<file path="src/hdl/sfd_pkg.sv">
// Shared constants and the result type of the sensor frame deframer.
// Used by sfd_parse and sensor_frame_deframer_top; depends on nothing.
`default_nettype none

package sfd_pkg;

  localparam logic [7:0] SOF_BYTE    = 8'hAA;
  localparam int         PAYLOAD_LEN = 9;
  // Start byte, length byte and checksum byte frame the payload.
  localparam int         FRAME_OVERHEAD = 3;
  localparam int         FRAME_TOTAL    = PAYLOAD_LEN + FRAME_OVERHEAD;

  localparam int         CNT_W = 4;
  localparam logic [7:0] LEN_BYTE = 8'(PAYLOAD_LEN);

  // Byte positions within a frame.
  localparam logic [CNT_W-1:0] POS_SOF        = 4'd0;
  localparam logic [CNT_W-1:0] POS_LEN        = 4'd1;
  localparam logic [CNT_W-1:0] POS_ID_FIRST   = 4'd2;
  localparam logic [CNT_W-1:0] POS_STATUS     = 4'd4;
  localparam logic [CNT_W-1:0] POS_TEMP_FIRST = 4'd5;
  localparam logic [CNT_W-1:0] POS_TIME_FIRST = 4'd7;
  localparam logic [CNT_W-1:0] POS_CHECK      = CNT_W'(FRAME_TOTAL - 1);
  localparam logic [CNT_W-1:0] COUNT_MAX      = CNT_W'(FRAME_TOTAL + 1);

  localparam int DATA_W = 72;

  typedef struct packed {
    logic [31:0]        tick_ms;
    logic signed [15:0] temperature_tenths;
    logic [7:0]         status_byte;
    logic [15:0]        node_id;
  } sfd_fields_t;

  typedef struct packed {
    logic        frame_ok;
    sfd_fields_t fields;
  } sfd_result_t;

endpackage

`default_nettype wire

</file>
<file path="src/hdl/sensor_frame_deframer_top.sv">
// Sensor frame deframer: takes one frame byte per item and, on the byte
// marked last, delivers an ok flag with the decoded payload fields. Every
// byte goes through the parser in the cycle it is accepted; the result of
// the last byte lands in the output register, so one byte is taken per
// clock while the result side keeps up; a result waiting on a stalled
// consumer holds the input only if the output register is full. The result
// is out in the cycle after its last byte. Uses sfd_pkg and sfd_parse.
`default_nettype none

module sensor_frame_deframer_top
  import sfd_pkg::*;
(
  input  wire logic              clk,
  input  wire logic              rst_n,
  input  wire logic              in_tvalid,
  output logic                   in_tready,
  input  wire logic [7:0]        in_tdata,   // [7:0] data_byte
  input  wire logic              in_tlast,   // last_byte
  output logic                   out_tvalid,
  input  wire logic              out_tready,
  output logic [DATA_W-1:0]      out_tdata,  // [15:0] node_id, [23:16] status_byte,
                                             // [39:24] temperature_tenths, [71:40] tick_ms
  output logic                   out_tuser   // frame_ok
);

  logic        step;
  logic        res_valid;
  sfd_result_t res;
  logic        out_valid_r, out_valid_nxt;
  sfd_result_t out_r;

  assign in_tready = !out_valid_r || out_tready;
  assign step      = in_tvalid && in_tready;

  sfd_parse u_parse (
    .clk          (clk),
    .rst_n        (rst_n),
    .step         (step),
    .data_byte    (in_tdata),
    .last_byte    (in_tlast),
    .result_valid (res_valid),
    .result       (res)
  );

  always_comb begin
    out_valid_nxt = out_valid_r;
    if (res_valid) begin
      out_valid_nxt = 1'b1;
    end else if (out_tready) begin
      out_valid_nxt = 1'b0;
    end
  end

  always_ff @(posedge clk) begin
    if (!rst_n) begin
      out_valid_r <= 1'b0;
    end else begin
      out_valid_r <= out_valid_nxt;
    end
  end

  always_ff @(posedge clk) begin
    if (res_valid) begin
      out_r <= res;
    end
  end

  assign out_tvalid = out_valid_r;
  assign out_tdata  = out_r.fields;
  assign out_tuser  = out_r.frame_ok;

endmodule

`default_nettype wire

</file>
<file path="src/hdl/sfd_parse.sv">
// Frame parser: byte counter, payload checksum and field capture.
// Produces the decoded result on the final byte of a frame; uses sfd_pkg.
`default_nettype none

module sfd_parse
  import sfd_pkg::*;
(
  input  wire logic        clk,
  input  wire logic        rst_n,
  input  wire logic        step,
  input  wire logic [7:0]  data_byte,
  input  wire logic        last_byte,
  output logic             result_valid,
  output sfd_result_t      result
);

  logic [CNT_W-1:0] byte_count_r, byte_count_nxt;
  logic [7:0]       running_sum_r, running_sum_nxt;
  logic             header_good_r, header_good_nxt;
  logic [15:0]      id_r, id_nxt;
  logic [7:0]       status_r, status_nxt;
  logic [15:0]      temp_r, temp_nxt;
  logic [31:0]      time_r, time_nxt;
  logic             ok;

  always_comb begin
    header_good_nxt = header_good_r;
    running_sum_nxt = running_sum_r;
    id_nxt          = id_r;
    status_nxt      = status_r;
    temp_nxt        = temp_r;
    time_nxt        = time_r;

    if (byte_count_r == POS_SOF) begin
      header_good_nxt = (data_byte == SOF_BYTE);
    end else if (byte_count_r == POS_LEN) begin
      header_good_nxt = header_good_r && (data_byte == LEN_BYTE);
    end else if (byte_count_r < POS_CHECK) begin
      running_sum_nxt = running_sum_r + data_byte;
      if (byte_count_r < POS_STATUS) begin
        id_nxt = {id_r[7:0], data_byte};
      end else if (byte_count_r == POS_STATUS) begin
        status_nxt = data_byte;
      end else if (byte_count_r < POS_TIME_FIRST) begin
        temp_nxt = {temp_r[7:0], data_byte};
      end else begin
        time_nxt = {time_r[23:0], data_byte};
      end
    end

    byte_count_nxt = (byte_count_r < COUNT_MAX) ? byte_count_r + 1'b1 : byte_count_r;

    // The checksum byte is compared against the sum of the nine payload bytes.
    ok = header_good_r && (byte_count_r == POS_CHECK) && (data_byte == running_sum_r);

    result_valid = step && last_byte;
    result.frame_ok = ok;
    if (ok) begin
      result.fields.node_id            = id_r;
      result.fields.status_byte        = status_r;
      result.fields.temperature_tenths = temp_r;
      result.fields.tick_ms            = time_r;
    end else begin
      result.fields = '0;
    end
  end

  // The final byte of any frame returns the parser to its reset state.
  always_ff @(posedge clk) begin
    if (!rst_n || (step && last_byte)) begin
      byte_count_r  <= '0;
      running_sum_r <= '0;
      header_good_r <= 1'b1;
      id_r          <= '0;
      status_r      <= '0;
      temp_r        <= '0;
      time_r        <= '0;
    end else if (step) begin
      byte_count_r  <= byte_count_nxt;
      running_sum_r <= running_sum_nxt;
      header_good_r <= header_good_nxt;
      id_r          <= id_nxt;
      status_r      <= status_nxt;
      temp_r        <= temp_nxt;
      time_r        <= time_nxt;
    end
  end

  a_count_bound: assert property (@(posedge clk) disable iff (!rst_n)
    byte_count_r <= COUNT_MAX)
    else $error("byte counter ran past its saturation value");

  a_frame_restart: assert property (@(posedge clk) disable iff (!rst_n)
    step && last_byte |=> byte_count_r == POS_SOF && header_good_r && running_sum_r == 8'd0)
    else $error("parser did not restart after the final byte");

  a_reject_zero: assert property (@(posedge clk) disable iff (!rst_n)
    result_valid && !result.frame_ok |-> result.fields == '0)
    else $error("rejected frame carries nonzero fields");

endmodule

`default_nettype wire

</file>
<file path="config.mk">
export PLATFORM = sky130hd
export DESIGN_NAME = sensor_frame_deframer_top
export DESIGN_NICKNAME = d
export VERILOG_FILES = /design/src/hdl/sfd_pkg.sv /design/src/hdl/sensor_frame_deframer_top.sv /design/src/hdl/sfd_parse.sv
export SDC_FILE = /design/constraint.sdc
export NUM_CORES = 1
export LEC_CHECK = 0
export ABC_AREA = 1
export ABC_CLOCK_PERIOD_IN_PS = 7900
export BUFFER_PORTS_ARGS = -buffer_cell sky130_fd_sc_hd__buf_2
export CORE_MARGIN = 4
export CORE_UTILIZATION = 30
export CTS_CLUSTER_DIAMETER = 120
export CTS_CLUSTER_SIZE = 25
export DETAILED_ROUTE_END_ITERATION = 8
export PLACE_DENSITY = 0.45
export SKIP_LAST_GASP = 1
export SLEW_MARGIN = 20
export SYNTH_ARGS = -nofsm -noshare
export SYNTH_HDL_FRONTEND = slang
export SYNTH_SLANG_ARGS = --single-unit
</file>
<file path="constraint.sdc">
create_clock -name clk -period 7.9 [get_ports clk]
set_clock_uncertainty 0.2 [all_clocks]
set_input_delay 1.185 -clock clk [delete_from_list [all_inputs] [get_ports clk]]
set_output_delay 1.185 -clock clk [all_outputs]
set_load 0.01 [all_outputs]
</file>
=== Word-level counts from Yosys, hierarchy flattened ===
Cells that the tools add are included.

* Flip-flop bits (word level): 159
* Bits of input ports: 13

* Add/sub/neg operators: 2
* Magnitude comparators: 4
* Eq/ne operators: 6
* Multiplexer cells: 4
* Bitwise gates (word level): 5
* Reductions and logical operators: 19

{| class="wikitable"
|+ Operator list
! kind !! number
|-
| AND reduction 7 bit || 2
|-
| adder 8 bit || 1
|-
| equality test 8 x 4 -> 1 bit (second input constant) || 1
|-
| equality test 8 bit || 1
|-
| equality test 8 bit (second input constant) || 1
|-
| < comparator 4 x 3 -> 1 bit (second input constant) || 2
|-
| < comparator 4 bit (second input constant) || 2
|-
| AND reduction 6 bit || 1
|-
| logical AND 1 bit || 5
|-
| inverter 1 bit || 5
|-
| AND reduction 5 bit || 1
|-
| adder 4 x 1 -> 4 bit (second input constant) || 1
|-
| equality test 4 x 1 -> 1 bit (second input constant) || 1
|-
| equality test 4 x 3 -> 1 bit (second input constant) || 1
|-
| equality test 4 bit (second input constant) || 1
|-
| zero test 4 bit || 1
|-
| two-way mux 1 bit || 4
|-
| AND reduction 2 bit || 2
|-
| AND reduction 4 bit || 1
|-
| nonzero test 2 bit || 2
|-
| zero test 1 bit || 2
|-
| logical OR 1 bit || 2
|}

=== Longest topological paths before layout ===
* Word-level depth: 5
* Mapped depth: 10
* Gate-level depth less buffers: 9

=== Hierarchy ===
A second synthesis with hierarchy kept.

* Cells, all modules: 660
* Area total of the unflattened synthesis: 6238.5 sq um

{| class="wikitable"
|+ By module, submodules not included
! module !! times used !! cells an instance !! area each (sq um) !! seq. area each (sq um)
|-
| sfd_parse || 1 || 580 || 3992.6 || 1701.6
|-
| sensor_frame_deframer_top || 1 || 80 || 2245.9 || 2212.1
|}

=== Worst setup path before layout ===
OpenSTA, ideal clock, no wires.

* Kind: input-to-reg
* Start: input out_tready
* End: register out_r (netlist bit out_tdata[0]) (enable)
* Arrival time: 4508 ps
* Data required time: 7195 ps
* Slack: 2687 ps
* Stages: 4
* Buffers on the path: 0
* Cells stage by stage: inv_1 nand2_1 nand2_1 nor2_1

* Cells in the longest elaborated chain, start to end: 3

{| class="wikitable"
|+ RTL lines
! what !! RTL line !! source
|-
| from (decl) || sensor_frame_deframer_top.sv:20 || <nowiki>input wire logic out_tready,</nowiki>
|-
| logical OR 1 bit || sensor_frame_deframer_top.sv:32 || <nowiki>assign in_tready = !out_valid_r || out_tready;</nowiki>
|-
| net in_tready || sensor_frame_deframer_top.sv:16 || <nowiki>output logic in_tready,</nowiki>
|-
| logical AND 1 bit || sensor_frame_deframer_top.sv:33 || <nowiki>assign step = in_tvalid && in_tready;</nowiki>
|-
| logical AND 1 bit || sfd_parse.sv:56 || <nowiki>result_valid = step && last_byte;</nowiki>
|-
| to (signal assigned) || sensor_frame_deframer_top.sv:64 || <nowiki>out_r <= res;</nowiki>
|-
| to (decl) || sensor_frame_deframer_top.sv:30 || <nowiki>sfd_result_t out_r;</nowiki>
|}

The timed path passes the listed nets, and every way through them passes these cells.
A chain may end at the register's enable or synchronous reset.

=== Worst setup path in the final report ===
* Start: input in_tdata[5]
* End: register out_r (netlist bit out_tdata[29]), data pin

* Cells in the longest elaborated chain, start to end: 2

{| class="wikitable"
|+ RTL lines
! what !! RTL line !! source
|-
| from (decl) || sensor_frame_deframer_top.sv:17 || <nowiki>input wire logic [7:0] in_tdata,</nowiki>
|-
| equality test 8 bit || sfd_parse.sv:54 || <nowiki>ok = header_good_r && (byte_count_r == POS_CHECK) && (data_byte == running_sum_r);</nowiki>
|-
| logical AND 1 bit || sfd_parse.sv:54 ||
|}

No other way between the ends.

==> results.toml <==
[sta]
fin_setup_tns_ps = 0
period_minus_slack_ps = 3200
setup_violations = 0
whs_ps = 260
finalHoldViolations = 0
rsz0062_at_grt = "false"
period_share = 0.405
slew_headroom = 0.404
tightest_slew_ps = 890
max_freq_mhz = 312
final_max_slew_viol_count = 0

[global_route]
grt_usage = 0.128
antenna_found_initial = 0
grt_pass1_vias = 4697
grt_max_degree = 52
grt_pass1_wl_um = 24700
grt_overflow = 0

[clocking]
cts_buffers = 17
clock_sinks = 159
holdBufCountCts = 0
clock_latency_ps = 420
htreeDepth = 4
cts_resized = 0
clockBufferDepth = 2
root_buffer = "clkbuf_16"
cts_setup_buffers = 0
cts.reportedPaths.clkPinSlew_ps = 60
tritoncts = "yes"

[logic_synthesis]
seq_area_frac_synth = 0.601
netlist.area_leader.share = 0.337
synth_nets = 775
netlist_top_cells_area = "edfxtp_1 34%, dfxtp_1 26%, nor2_1 13%, inv_1 5.9%, nand3_1 4.7%"
synth.avg_cell_area_um2 = 8.68
synth.distinct_cells = 26
synth_compound_area_frac = 0.0448
synthAdderAreaFrac = 0.0242
ys_warn_count = 0
yosys.area_share.xor_xnor = 0.00673
muxShareOfSynthArea = 0
synth_area_leader_cell = "edfxtp_1"
ys_ff_latch = 159
synth_area_um2 = 6510
synth_top_family_by_area = "simple AND/OR/NAND/NOR gates"
synthCells = 750
yosys.area_share.simple = 0.239

[critical_path]
cp_slowest_cell = "buf_4"
crit_top_cell = "nor2_1"
path_class = "primary input to register"
worstPathCellList = "buf_2, ha_1, nor2_1, nand2_1, nor4_1, nand3_2, buf_4, nor2_1"
crit_buf_inv = 2
path_max_fanout = 51
arrival_ps = 3270
cp_top_family = "simple AND/OR/NAND/NOR gates"
cp_data_required_time_ps = 7960
cp-end-kind = "register"
cp-start-kind = "primary input"
slowest_delay_ps = 490

[detailed_routing]
route.detailed.drc = 0
drt_iter0_drc = 337
wl_per_cell_um = 13.2
vias = 4772
firstDrtPassIters = 4
routed_wl_um = 14700
ant_nets = 0
viasPerCell = 4.27

[layout]
regArea_um2 = 3910
area_delta_synth_final_pct = 19.3
antenna_cells = 0
design_area_um2 = 7770
multi_input_area_um2 = 2070
fill_cells = 2220
drive_gt1_frac = 0.159
layout.cells.most_common_list = "222 x nor2_1, 103 x inv_1, 87 x buf_2"
final_common_cell = "nor2_1"
finalNetCount = 854

[placed_design]
dpl_cell_area_um2 = 7200
numPortBuffers = 87
dp_hpwl_um = 9530
gp_congestion = 0.770

[power]
p_per_area_nw_per_um2 = 229
ir_drop_v = 0.000141
leakagePower_uw = 0.00294

[floorplan]
num_io_pins = 88
num_rows = 53
fp.dieH_um = 155
die_area_um2 = 24100
core_area_um2 = 21200
die_w_um = 155
start_util = 0.308

[hold_path]
hold_path_class = "register to register"

[outcome]
status = "finished clean"

[job]
maxCapViolations = 0
worst paths after layout:
check	from	to	slack, ps	cells after the start
max	in_tdata[5]	out_tdata[29]	4700	8
min	u_parse.status_r[0]	u_parse.status_r[0]	260	2
max reg2reg	u_parse.byte_count_r[0]	out_tdata[29]	5250	6
min reg2reg	u_parse.status_r[0]	u_parse.status_r[0]	260	2
state kept, by name, summed over array words and instances, names as in the netlist, 4 cells and up:
register	flops
out_tdata	72
u_parse.byte_count_r	4
u_parse.id_r	16
u_parse.running_sum_r	8
u_parse.status_r	8
u_parse.temp_r	16
u_parse.time_r	32
logic make-up (layout without fill, tap and decap cells):
kind of cell             count (synthesis)  after routing
adder cells (fa/ha/maj)                 12             12
AND/OR/NAND/NOR                        377            377
flip-flops                             159            159
AO/OA/AOI/OAI                           58             58
buffers and inverters                  139            231
XOR/XNOR                                 5              5
area by class of cell:
type | instances | share of cell area
Timing Repair Buffer | 94 | 0.0644
Inverter | 105 | 0.0507
Clock inverter | 13 | 0.0147
Clock buffer | 19 | 0.0557
Sequential cell | 159 | 0.504
Multi-Input combinational cell | 452 | 0.266
Tap cell | 275 | 0.0443
worst min-delay path, stage by stage, from the launching register on:
cell and delay [ps]:
dfxtp_1 290, inv_1 60, a21oi_1 60
report_power, final:
group	internal, uW	leakage (uW)	total [uW]	switching (uW)
logic	39.5	0.00128	125	85.5
clock network	433	0.000259	759	326
registers	881	0.00139	891	9.54
total	1350	0.00294	1780	421
synthesized netlist by cell type, drive strengths merged:
| library cell | instances |
|---|---|
| clkbuf | 21 |
| a21oi | 20 |
| a31oi | 1 |
| dfxtp | 86 |
| inv | 105 |
| nand2 | 81 |
| xor2 | 3 |
| nor2 | 226 |
| buf | 13 |
| nand3 | 61 |
| o21ai | 37 |
| fa | 1 |
| nor3 | 3 |
| nor3b | 1 |
| edfxtp | 73 |
| nand4 | 3 |
| nor4 | 1 |
| and2 | 1 |
| ha | 11 |
| xnor2 | 2 |
layer usage:
metal,routed length [um],global-route usage,share of wire
met1,7830,0.183,0.53
met2,6260,0.191,0.43
met3,461,0.0287,0.031
met4,159,0.0434,0.011
met5,0,0,0
metrics by stage:
step | setup slack [ps] | instances | power (uW) | utilization
CTS | 4640 | 1116 | 1800 | 0.366
global route | 4370 | 1117 | 1860 | 0.367
global placement | 4250 | 1084 | 1040 | 0.340
floorplan | 2690 | 750 | 993 | -
detailed placement | 4220 | 1084 | 1040 | 0.340
finish | 4700 | 1117 | 1780 | 0.367
(Power assumes the default switching activity.)
